[config.mk]
export PLATFORM = sky130hd
export DESIGN_NAME = cpqw_div
export DESIGN_NICKNAME = d
export VERILOG_FILES = /design/src/rtl/core/cpqw_pkg.sv /design/src/rtl/core/cpqw_div.sv
export SDC_FILE = /design/constraint.sdc
export NUM_CORES = 1
export LEC_CHECK = 0
export BUFFER_PORTS_ARGS = -buffer_cell sky130_fd_sc_hd__buf_2
export CORE_MARGIN = 2
export CORE_UTILIZATION = 25
export DETAILED_ROUTE_END_ITERATION = 16
export MAX_ROUTING_LAYER = met4
export SYNTH_ARGS = -nofsm -noshare
export SYNTH_HDL_FRONTEND = slang
export SYNTH_SLANG_ARGS = --single-unit
[constraint.sdc]
create_clock -name clock -period 5.8 [get_ports clock]
set_input_delay 0.29 -clock clock [delete_from_list [all_inputs] [get_ports clock]]
set_output_delay 0.29 -clock clock [all_outputs]
set_load 0.02 [all_outputs]
[src/rtl/core/cpqw_pkg.sv]
package cpqw_pkg;

   localparam int MAX_SIDE = 4096;

   localparam int SIZE_W = 13;
   localparam int CTRL_W = 12;
   localparam int POS_W  = 12;
   localparam int HALF_W = 12;
   localparam int OFF_W  = 11;
   localparam int CRD_W  = 14;
   localparam int PAB_W  = 15;
   localparam int MAG_W  = 12;
   localparam int MAGB_W = 13;
   localparam int PA_W   = MAG_W + OFF_W;
   localparam int PABI_W = MAGB_W + OFF_W;
   localparam int DEN_W  = 2 * HALF_W;
   localparam int NUM_W  = PABI_W + OFF_W + 1;
   localparam int QB     = 13;
   localparam int Q_W    = QB + 1;
   localparam int SUM_W  = CRD_W + 3;
   localparam int ST_W   = 2;

   localparam logic [1:0] CSR_WIDTH    = 2'd0;
   localparam logic [1:0] CSR_HEIGHT   = 2'd1;
   localparam logic [1:0] CSR_CONTROLX = 2'd2;
   localparam logic [1:0] CSR_CONTROLY = 2'd3;

   localparam logic [ST_W-1:0] STAT_FETCH = 2'd0;
   localparam logic [ST_W-1:0] STAT_FILL  = 2'd1;
   localparam logic [ST_W-1:0] STAT_NONE  = 2'd2;

   typedef logic [NUM_W-1:0]        num_type;
   typedef logic [DEN_W-1:0]        den_type;
   typedef logic signed [Q_W-1:0]   quo_type;
   typedef logic signed [CRD_W-1:0] crd_type;
   typedef logic signed [PAB_W-1:0] pab_type;

   typedef struct packed {
      logic              none;
      crd_type           p1;
      logic [SIZE_W-1:0] lim;
   } side_type;

endpackage

[src/rtl/core/cpqw_div.sv]
module cpqw_div (
   input  logic              clock,
   input  logic              en,
   input  cpqw_pkg::num_type num,
   input  cpqw_pkg::den_type den,
   input  logic              neg,
   output cpqw_pkg::quo_type quo
);
   import cpqw_pkg::*;

   localparam int CMP_W = DEN_W + QB;

   num_type        rem_ff [QB];
   den_type        den_ff [QB];
   logic [QB-1:0]  q_ff   [QB];
   logic           neg_ff [QB];

   num_type        rem_src [QB];
   den_type        den_src [QB];
   logic [QB-1:0]  q_src   [QB];
   logic           neg_src [QB];
   num_type        rem_in  [QB];
   logic [QB-1:0]  q_in    [QB];

   always_comb begin
      logic [CMP_W-1:0] shifted;
      logic [CMP_W-1:0] rem_x;
      rem_src[0] = num;
      den_src[0] = den;
      q_src[0]   = '0;
      neg_src[0] = neg;
      for (int k = 1; k < QB; k++) begin
         rem_src[k] = rem_ff[k-1];
         den_src[k] = den_ff[k-1];
         q_src[k]   = q_ff[k-1];
         neg_src[k] = neg_ff[k-1];
      end
      for (int k = 0; k < QB; k++) begin
         shifted = CMP_W'(den_src[k]) << (QB - 1 - k);
         rem_x   = CMP_W'(rem_src[k]);
         if (rem_x >= shifted) begin
            rem_in[k] = NUM_W'(rem_x - shifted);
            q_in[k]   = {q_src[k][QB-2:0], 1'b1};
         end else begin
            rem_in[k] = rem_src[k];
            q_in[k]   = {q_src[k][QB-2:0], 1'b0};
         end
      end
   end

   always_ff @(posedge clock) begin
      if (en) begin
         for (int k = 0; k < QB; k++) begin
            rem_ff[k] <= rem_in[k];
            den_ff[k] <= den_src[k];
            q_ff[k]   <= q_in[k];
            neg_ff[k] <= neg_src[k];
         end
      end
   end

   assign quo = neg_ff[QB-1] ? -quo_type'({1'b0, q_ff[QB-1]})
                             : quo_type'({1'b0, q_ff[QB-1]});

endmodule

After elaboration in Yosys (flattened, before gate mapping). Memory sizes are Yosys's and may differ from the RTL's. Cells that the tools add are included.

Add/sub/neg operators: 14. Magnitude comparators: 13. Mux-type cells: 29.

Operators with widths (number): $mux 36 (13); $ge 36x24->1 (1); $ge 36x25->1 (1); $ge 36x26->1 (1); $ge 36x27->1 (1); $ge 36x28->1 (1); $ge 36x29->1 (1); $ge 36x30->1 (1); $ge 36x31->1 (1); $ge 36x32->1 (1); $ge 36x33->1 (1); $ge 36x34->1 (1); $ge 36x35->1 (1); $ge 36x36->1 (1); $sub 36x24->36 (1); $sub 36x25->36 (1); $sub 36x26->36 (1); $sub 36x27->36 (1); $sub 36x28->36 (1); $sub 36x29->36 (1); $sub 36x30->36 (1); $sub 36x31->36 (1); $sub 36x32->36 (1); $sub 36x33->36 (1); other kinds (6) (20).

Register bits: 0. Memory bits (writable): 962. Output and inout port bits: 14. Word-level logic and storage cells: 60. Memories: 4.

Memories: rem_ff (words 13, width 36, rd ports 12, clocked after Yosys merged registers in 0, write ports 13, RTL line cpqw_div.sv:13) `num_type rem_ff [QB];`; den_ff (words 13, width 24, rd ports 12, clocked after Yosys merged registers in 0, write ports 13, RTL line cpqw_div.sv:14) `den_type den_ff [QB];`; q_ff (words 13, width 13, rd ports 13, clocked after Yosys merged registers in 0, write ports 13, RTL line cpqw_div.sv:15) `logic [QB-1:0] q_ff [QB];`; neg_ff (words 13, width 1, rd ports 13, clocked after Yosys merged registers in 0, write ports 13, RTL line cpqw_div.sv:16) `logic neg_ff [QB];`.

Depth between registers and ports, before layout. Gate-level depths: netlist of the first run. An unclocked memory read counts as a cell.

Depth in word-level cells: 3. Depth in mapped cells: 14. Mapped depth without buffers: 13.

Least setup slack after synthesis of the first run. Ideal clock, no wire load.

Path kind: flip-flop to flip-flop. Start point: memory den_ff[2][1] (netlist name). End point: memory rem_ff[2][51] (netlist name), data pin. Library setup time: 0.262 ns. Arrival: 2.870 ns. Required time: 5.538 ns. Slack: 2.668 ns. Stages on the path, launching flop included: 13. Path through: edfxtp_1 > inv_1 > ha_1 > nor2b_1 > o21ai_1 > o22ai_1 > o41ai_1 > o31ai_1 > a31oi_1 > o21a_2 > inv_2 > buf_2 > mux2_1.

RTL lines (RTL line): from (decl) (cpqw_div.sv:14); to (decl) (cpqw_div.sv:13).

==> results.tsv, run 1 <==
stage	metric	value	unit
clock_tree	clk_latency	0.68	ns
clock_tree	cts_max_path_buffers	3	
synthesis	synth_nets	4504	
synthesis	ys_seq_elements	824	
detailed_routing	via_count	30397	
worst_setup_path	r2r_start	rem_ff[1][23]	
sta	fin_worst_skew	0.0183	ns
final_layout	final_core_util	28.7	%
pwr	powerDensity	462	mW/mm2
clock_tree	holdBufCountCts	61	
clock_tree	cts_tree	done	
detailed_routing	dr.pass1.iters	7	
pwr	ir_worst_vdd	0.000220	V
die	ios	77	
sta	worst_pin_slew	1.06	ns
pwr	p_leak	20.2	nW
global_route	grt_antenna_before_repair	0	
sta	max_slew_margin	28.8	%
synthesis	synth.distinct_cells	87	
global_route	grt_start_max_net_pins	123	
synthesis	netlist_top_cells_area	edfxtp_1, ha_1, a21oi_1, inv_1, xnor2_1	
synthesis	yosysTopAreaCellShare	54.0	%
worst_setup_path	critPathMaxStageDelay	0.53	ns
sta	whs	0.189	ns
clock_tree	cts.sinks	824	
worst_setup_path	reg2reg_depth	10	
worst_setup_path	setup.worst_path.class	flop to flop	
clock_tree	cts_inserted_buffers	86	
final_layout	final_common_cell	edfxtp_1	
detailed_routing	drtAntennaViolNets	0	
die	coreArea	0.182	mm2
worst_hold_path	hold_class	input pin to flop	
worst_setup_path	slowest_stage	a2111oi_0	
placement	place.gp.congestion	0.892	
detailed_routing	drt-wirelength-per-cell	14.3	um
placement	dpl.cell_count	6508	
detailed_routing	drc	0	
final_layout	layout.nets	4660	
detailed_routing	viasPerCell	4.52	
die	start_util	25.1	%
global_route	grt.total_usage	10.5	%
run	drv_cap	0	
worst_setup_path	critical_path_arrival	4.48	ns
status	status	finished clean	
synthesis	synth_area	0.0458	mm2
placement	dp_hpwl	72.9	mm
placement	port_buffers	76	
worst_setup_path	crit_path_start_kind	flop	
sta	fmax	0.245	GHz
die	die_y	432	um
die	fp-row-count	157	
sta	period_share	70.4	%
synthesis	avgSynthCellArea	11.1	um2
worst_hold_path	hold_path.startpoint	en	
global_route	grt-ovfl-total	0	
worst_setup_path	r2r_end	rem_ff[1][70]	
global_route	grt_pass1_vias	30112	
sta	drv_slew	0	
worst_setup_path	crit_path_cell_trace	ha_1 > nand4_1 > nor4bb_1 > nand3_1 > o31a_1 > o311ai_1 > o21ai_4 > or4_1 > a2111oi_0 > xor2_1	
worst_hold_path	whs_path_depth	1	
clock_tree	ctsHtreeMaxLevel	3	
synthesis	yosys_warnings	0	
clock_tree	clk_pin_slew	0.06	ns
worst_setup_path	end_kind	flop	
worst_setup_path	cp.required	6.20	ns
detailed_routing	wl	96.3	mm
sta	setup_viol	0	
die	die_area	0.187	mm2
final_layout	final_cell_mix	edfxtp_1, inv_1, nand2_1	
detailed_routing	drt_first_iter_violations	1950	
sta	finalSetupTns	0	ns
worst_setup_path	cp-startpoint	rem_ff[1][23]	
sta	period_minus_slack	4.08	ns
synthesis	async_reset_ff_share	0	%
synthesis	synthCells	4116	
clock_tree	post_cts_buffers	0	
synthesis	synth-seq-area-share	54.0	%
clock_tree	cts-root-buf	clkbuf_16	
final_layout	final_layout_size_suffix_gt1_share	7.10	%
clock_tree	ctsResizeCount	0	
worst_setup_path	worst-path-buf-inv	0	
synthesis	yosys.area.top_type	edfxtp_1	
worst_setup_path	reg2reg_slack	1.72	ns
worst_setup_path	crit_family	simple AND/OR/NAND/NOR gates	
die	die_w	432	um
worst_setup_path	crit_fanout	30	
final_layout	diodes	0	
worst_hold_path	whs_endpoint	den_ff[2][27]	
final_layout	instances_no_fill	6724	
sta	rsz0062_at_grt	false	
synthesis	synth_edf_count	824	
pwr	power.total	0.0242	W
final_layout	area_delta_synth_final	14.4	%
global_route	grt_first_pass_wirelength	157	mm
synthesis	ys.flop_type	edfxtp_1	
sta	hold_violations	0	
[per-stage QoR]
stage | setup WS (ns) | instance area (um2)
2_1_floorplan | 2.67 | 45800
3_5_place_dp | 1.72 | 49000
3_3_place_gp | 1.80 | 49000
6_report | 1.72 | 52400
4_1_cts | 1.70 | 52400
5_1_grt | 1.55 | 52400
[report_power, final]
part,switching [W],internal [W],total (W)
sequential,0.000843,0.00855,0.00939
clock,0.00234,0.00312,0.00546
combinational,0.00533,0.00405,0.00938
[worst max-delay path by stage]
stage	endpoint	slack (ns)	cells after the start
after floorplan	rem_ff[2][51]	2.67	12
after global placement	rem_ff[1][70]	1.80	10
after detailed placement	rem_ff[1][70]	1.72	10
after CTS	rem_ff[1][70]	1.70	10
after global routing	rem_ff[1][70]	1.55	10
final	rem_ff[1][70]	1.72	10
[routing by layer]
metal	track usage, %	vias up	wire length [um]
li1	-	15449	-
met1	13.1	14119	44400
met2	17.5	638	45600
met3	1.67	191	3290
met4	3.34	0	3010
met5	-	-	0
[cell usage after synthesis (29+ instances only)]
master,n
xor2_1,145
ha_1,313
mux2_2,38
o31ai_1,45
nand2_1,331
nor2_1,260
o21ai_1,75
inv_1,403
edfxtp_1,824
nor4_1,32
clkbuf_1,79
nand2b_1,48
nand3_1,59
a211oi_1,29
a21o_1,140
a21oi_1,304
nor2b_1,35
o21a_1,49
o21ai_0,231
xnor2_1,156
nor3_1,61
nand4_1,54
[logic make-up (layout without fill, tap and decap cells)]
kind of cell,after synthesis,after routing,synth area share [%]
and+or+nand+nor,1023,1023,10.8
xor gates and xnor gates,301,301,5.75
adders and majority gates,325,325,9.07
buffers and inverters,502,725,4.15
muxes,51,51,1.24
DFF,824,824,54.0
AOI/OAI and AO/OA,1090,1090,15.0
[state kept, by name, summed over array words and instances, names as in the netlist]
register,cells
neg_ff,13
den_ff,288
rem_ff,432
q_ff,91
[final cells by class]
type / instances / area, um2
fill: 18689 / 130000
sequential: 824 / 24700
multi-input combinational: 2790 / 19200
tap: 2385 / 2980
clock buffer: 103 / 2240
inverter: 410 / 1540
timing repair buffer: 160 / 1200
clock inverter: 52 / 522
No activity file was read; power rests on OpenSTA's default activity.
==> inputs of run 2 (changes only) <==
clock period = 3.6 ns   (was 5.8 ns; I/O delays follow)
==> run 2 against run 1 <==
Non-clock buffer count increased by 75. Register-to-register slack worse by 1.6 ns. Via count is 0.38% higher. Worst hold slack worse by 0.012 ns. Critical path depth unchanged. Sequential power up 62%. Clock-buffer cell count shrank 9. Sequential cell count did not move. Largest cell class unchanged. Setup slack lost 1.6 ns. Routed wire length increased by 1.3%. Global-route usage grew 0.060 points.
==> results.tsv, run 2 (synthesized netlist as in run 1, its figures left out) <==
stage	metric	value	unit	change
status	status	finished clean		unchanged
worst_setup_path	r2r_end	rem_ff[1][70]		unchanged
die	start_util	25.1	%	unchanged
sta	period_share	97.6	%	was 70.4%
worst_hold_path	hold_class	input pin to flop		unchanged
run	drv_cap	0		unchanged
global_route	grt_antenna_before_repair	0		unchanged
placement	dp_hpwl	74.7	mm	was 72.9 mm
pwr	ir_worst_vdd	0.000334	V	was 0.000220 V
pwr	p_int	0.0261	W	was 0.0157 W
die	die_w	432	um	unchanged
pwr	swShare	34.7	%	was 35.1%
clock_tree	cts_max_path_buffers	3		unchanged
final_layout	nFillCells	18588		was 18689
placement	port_buffers	76		unchanged
worst_setup_path	crit_path_start_kind	flop		unchanged
sta	worst_pin_slew	0.962	ns	was 1.06 ns
global_route	grt-ovfl-total	0		unchanged
final_layout	layout.nets	4735		was 4660
worst_hold_path	hold_path.startpoint	en		unchanged
detailed_routing	drt_first_iter_violations	1641		was 1950
pwr	p_leak	20.7	nW	was 20.2 nW
sta	max_slew_margin	35.8	%	was 28.8%
die	die_area	0.187	mm2	unchanged
die	fp-row-count	157		unchanged
sta	hold_violations	0		unchanged
global_route	grt.total_usage	10.6	%	was 10.5%
detailed_routing	via_count	30514		was 30397
worst_setup_path	reg2reg_depth	10		unchanged
global_route	grt_pass1_vias	30289		was 30112
final_layout	top_register	rem_ff		unchanged
clock_tree	clk_latency	0.67	ns	was 0.68 ns
clock_tree	clk_pin_slew	0.06	ns	about the same
final_layout	diodes	0		unchanged
worst_setup_path	r2r_start	rem_ff[1][23]		unchanged
placement	dpl.cell_count	6582		was 6508
detailed_routing	drt-wirelength-per-cell	14.4	um	was 14.3 um
pwr	p_sw	0.0138	W	was 0.00851 W
worst_setup_path	crit_path_cell_trace	ha_2 > nand4_1 > nor4bb_1 > nand3_1 > o31a_1 > o311ai_1 > o21ai_4 > or4_1 > a2111oi_4 > xor2_1		was ha_1 > nand4_1 > nor4bb_1 > nand3_1 > o31a_1 > o311ai_1 > o21ai_4 > or4_1 > a2111oi_0 > xor2_1
detailed_routing	drtAntennaViolNets	0		unchanged
clock_tree	cts_tree	done		unchanged
final_layout	largest_register_ffs	432		unchanged
worst_setup_path	critPathMaxStageDelay	0.49	ns	was 0.53 ns
worst_setup_path	end_kind	flop		unchanged
pwr	comb_power_share	39.2	%	was 38.7%
worst_hold_path	whs_endpoint	rem_ff[1][76]		was den_ff[2][27]
sta	fmax	0.285	GHz	was 0.245 GHz
final_layout	final_common_cell	edfxtp_1		unchanged
final_layout	area_delta_synth_final	16.6	%	was 14.4%
global_route	grt_first_pass_wirelength	157	mm	about the same
detailed_routing	wl	97.5	mm	was 96.3 mm
clock_tree	ctsHtreeMaxLevel	3		unchanged
detailed_routing	viasPerCell	4.49		was 4.52
detailed_routing	dr.pass1.iters	5		was 7
worst_hold_path	whs_path_depth	1		unchanged
pwr	clockPowerShare	22.7	%	was 22.5%
worst_setup_path	setup.worst_path.class	flop to flop		unchanged
final_layout	instances_no_fill	6796		was 6724
final_layout	final_cell_mix	edfxtp_1, inv_1, nand2_1		unchanged
worst_setup_path	crit_family	simple AND/OR/NAND/NOR gates		unchanged
placement	place.gp.congestion	0.904		was 0.892
worst_setup_path	worst-path-buf-inv	0		unchanged
pwr	powerDensity	747	mW/mm2	was 462 mW/mm2
placement	placed_cell_area	0.0498	mm2	was 0.0490 mm2
final_layout	stdcell_area	0.0534	mm2	was 0.0524 mm2
clock_tree	cts.sinks	824		unchanged
sta	period_minus_slack	3.51	ns	was 4.08 ns
worst_setup_path	cp.required	3.99	ns	was 6.20 ns
worst_setup_path	slowest_stage	or4_1		was a2111oi_0
clock_tree	cts-root-buf	clkbuf_16		unchanged
sta	setup_viol	0		unchanged
die	ios	77		unchanged
clock_tree	cts_inserted_buffers	86		unchanged
worst_setup_path	reg2reg_slack	0.09	ns	was 1.72 ns
worst_setup_path	crit_fanout	6		was 30
detailed_routing	drc	0		unchanged
sta	fin_worst_skew	0.0224	ns	was 0.0183 ns
die	die_y	432	um	unchanged
sta	rsz0062_at_grt	false		unchanged
worst_setup_path	critical_path_arrival	3.90	ns	was 4.48 ns
die	coreArea	0.182	mm2	unchanged
global_route	grt_start_max_net_pins	83		was 123
pwr	seq_power_share	38.0	%	was 38.8%
final_layout	final_layout_size_suffix_gt1_share	9.27	%	was 7.10%
final_layout	largestRegisters	rem_ff (432), den_ff (288), q_ff (91)		unchanged
sta	drv_slew	0		unchanged
run 2: through the flow:
stage	power, W	TNS [ns]	utilization, %	worst slack (ns)	hold WS (ns)
5_1_grt	0.0428	0	29.3	0.00686	0.130
4_1_cts	0.0401	0	29.2	0.0408	0.0937
2_1_floorplan	0.0266	0	-	0.468	0.279
3_5_place_dp	0.0308	-0.226	27.3	-0.226	0.377
3_3_place_gp	0.0306	-0.142	27.3	-0.142	0.378
6_report	0.0399	0	29.3	0.0855	0.177
run 2: how the worst max path moves through the flow:
stage	cells after the start	from	slack, ns	end
after detailed placement	10	rem_ff[1][22]	-0.23	rem_ff[1][70]
after global routing	10	den_ff[2][5]	0.007	rem_ff[2][70]
after CTS	13	rem_ff[2][38]	0.04	rem_ff[2][103]
after floorplan	12	den_ff[2][1]	0.47	rem_ff[2][51]
final	10	rem_ff[1][23]	0.09	rem_ff[1][70]
after global placement	10	rem_ff[1][22]	-0.14	rem_ff[1][70]
run 2: repair_timing:
| item | in CTS | in global routing |
|---|---|---|
| pin swaps | 3 | 2 |
| gates cloned | 0 | 0 |
| hold buffers | 61 | 0 |
| resized for setup | 3 | 18 |
| endpoints found under the setup margin | 1 | 67 |
| setup buffers | 1 | 0 |
| hold endpoints to repair | 61 | 0 |
run 2: power by group through the flow:
stage	logic (W)	clock network (W)	registers, W
6_report	0.0156	0.00907	0.0152
5_1_grt	0.0176	0.00974	0.0154
4_1_cts	0.0156	0.00940	0.0152
3_5_place_dp	0.0154	0	0.0153
3_3_place_gp	0.0152	0	0.0154
2_1_floorplan	0.0118	0	0.0147
run 2: layout make-up:
class                      instances  area (um2)  share of cell area [%]
timing repair buffer             235        1960                    3.67
inverter                         410        1540                    2.88
multi-input combinational       2790       19300                    36.2
clock buffer                      94        2180                    4.09
tap                             2385        2980                    5.59
sequential                       824       24700                    46.3
clock inverter                    58         682                    1.28
run 2: per-layer routing:
metal	share of wire [%]	vias to the layer above	track usage [%]
met5	0	-	-
met4	4.0	0	4.04
met3	2.9	215	1.61
met2	47	551	17.6
met1	46	14126	12.9
li1	-	15622	-
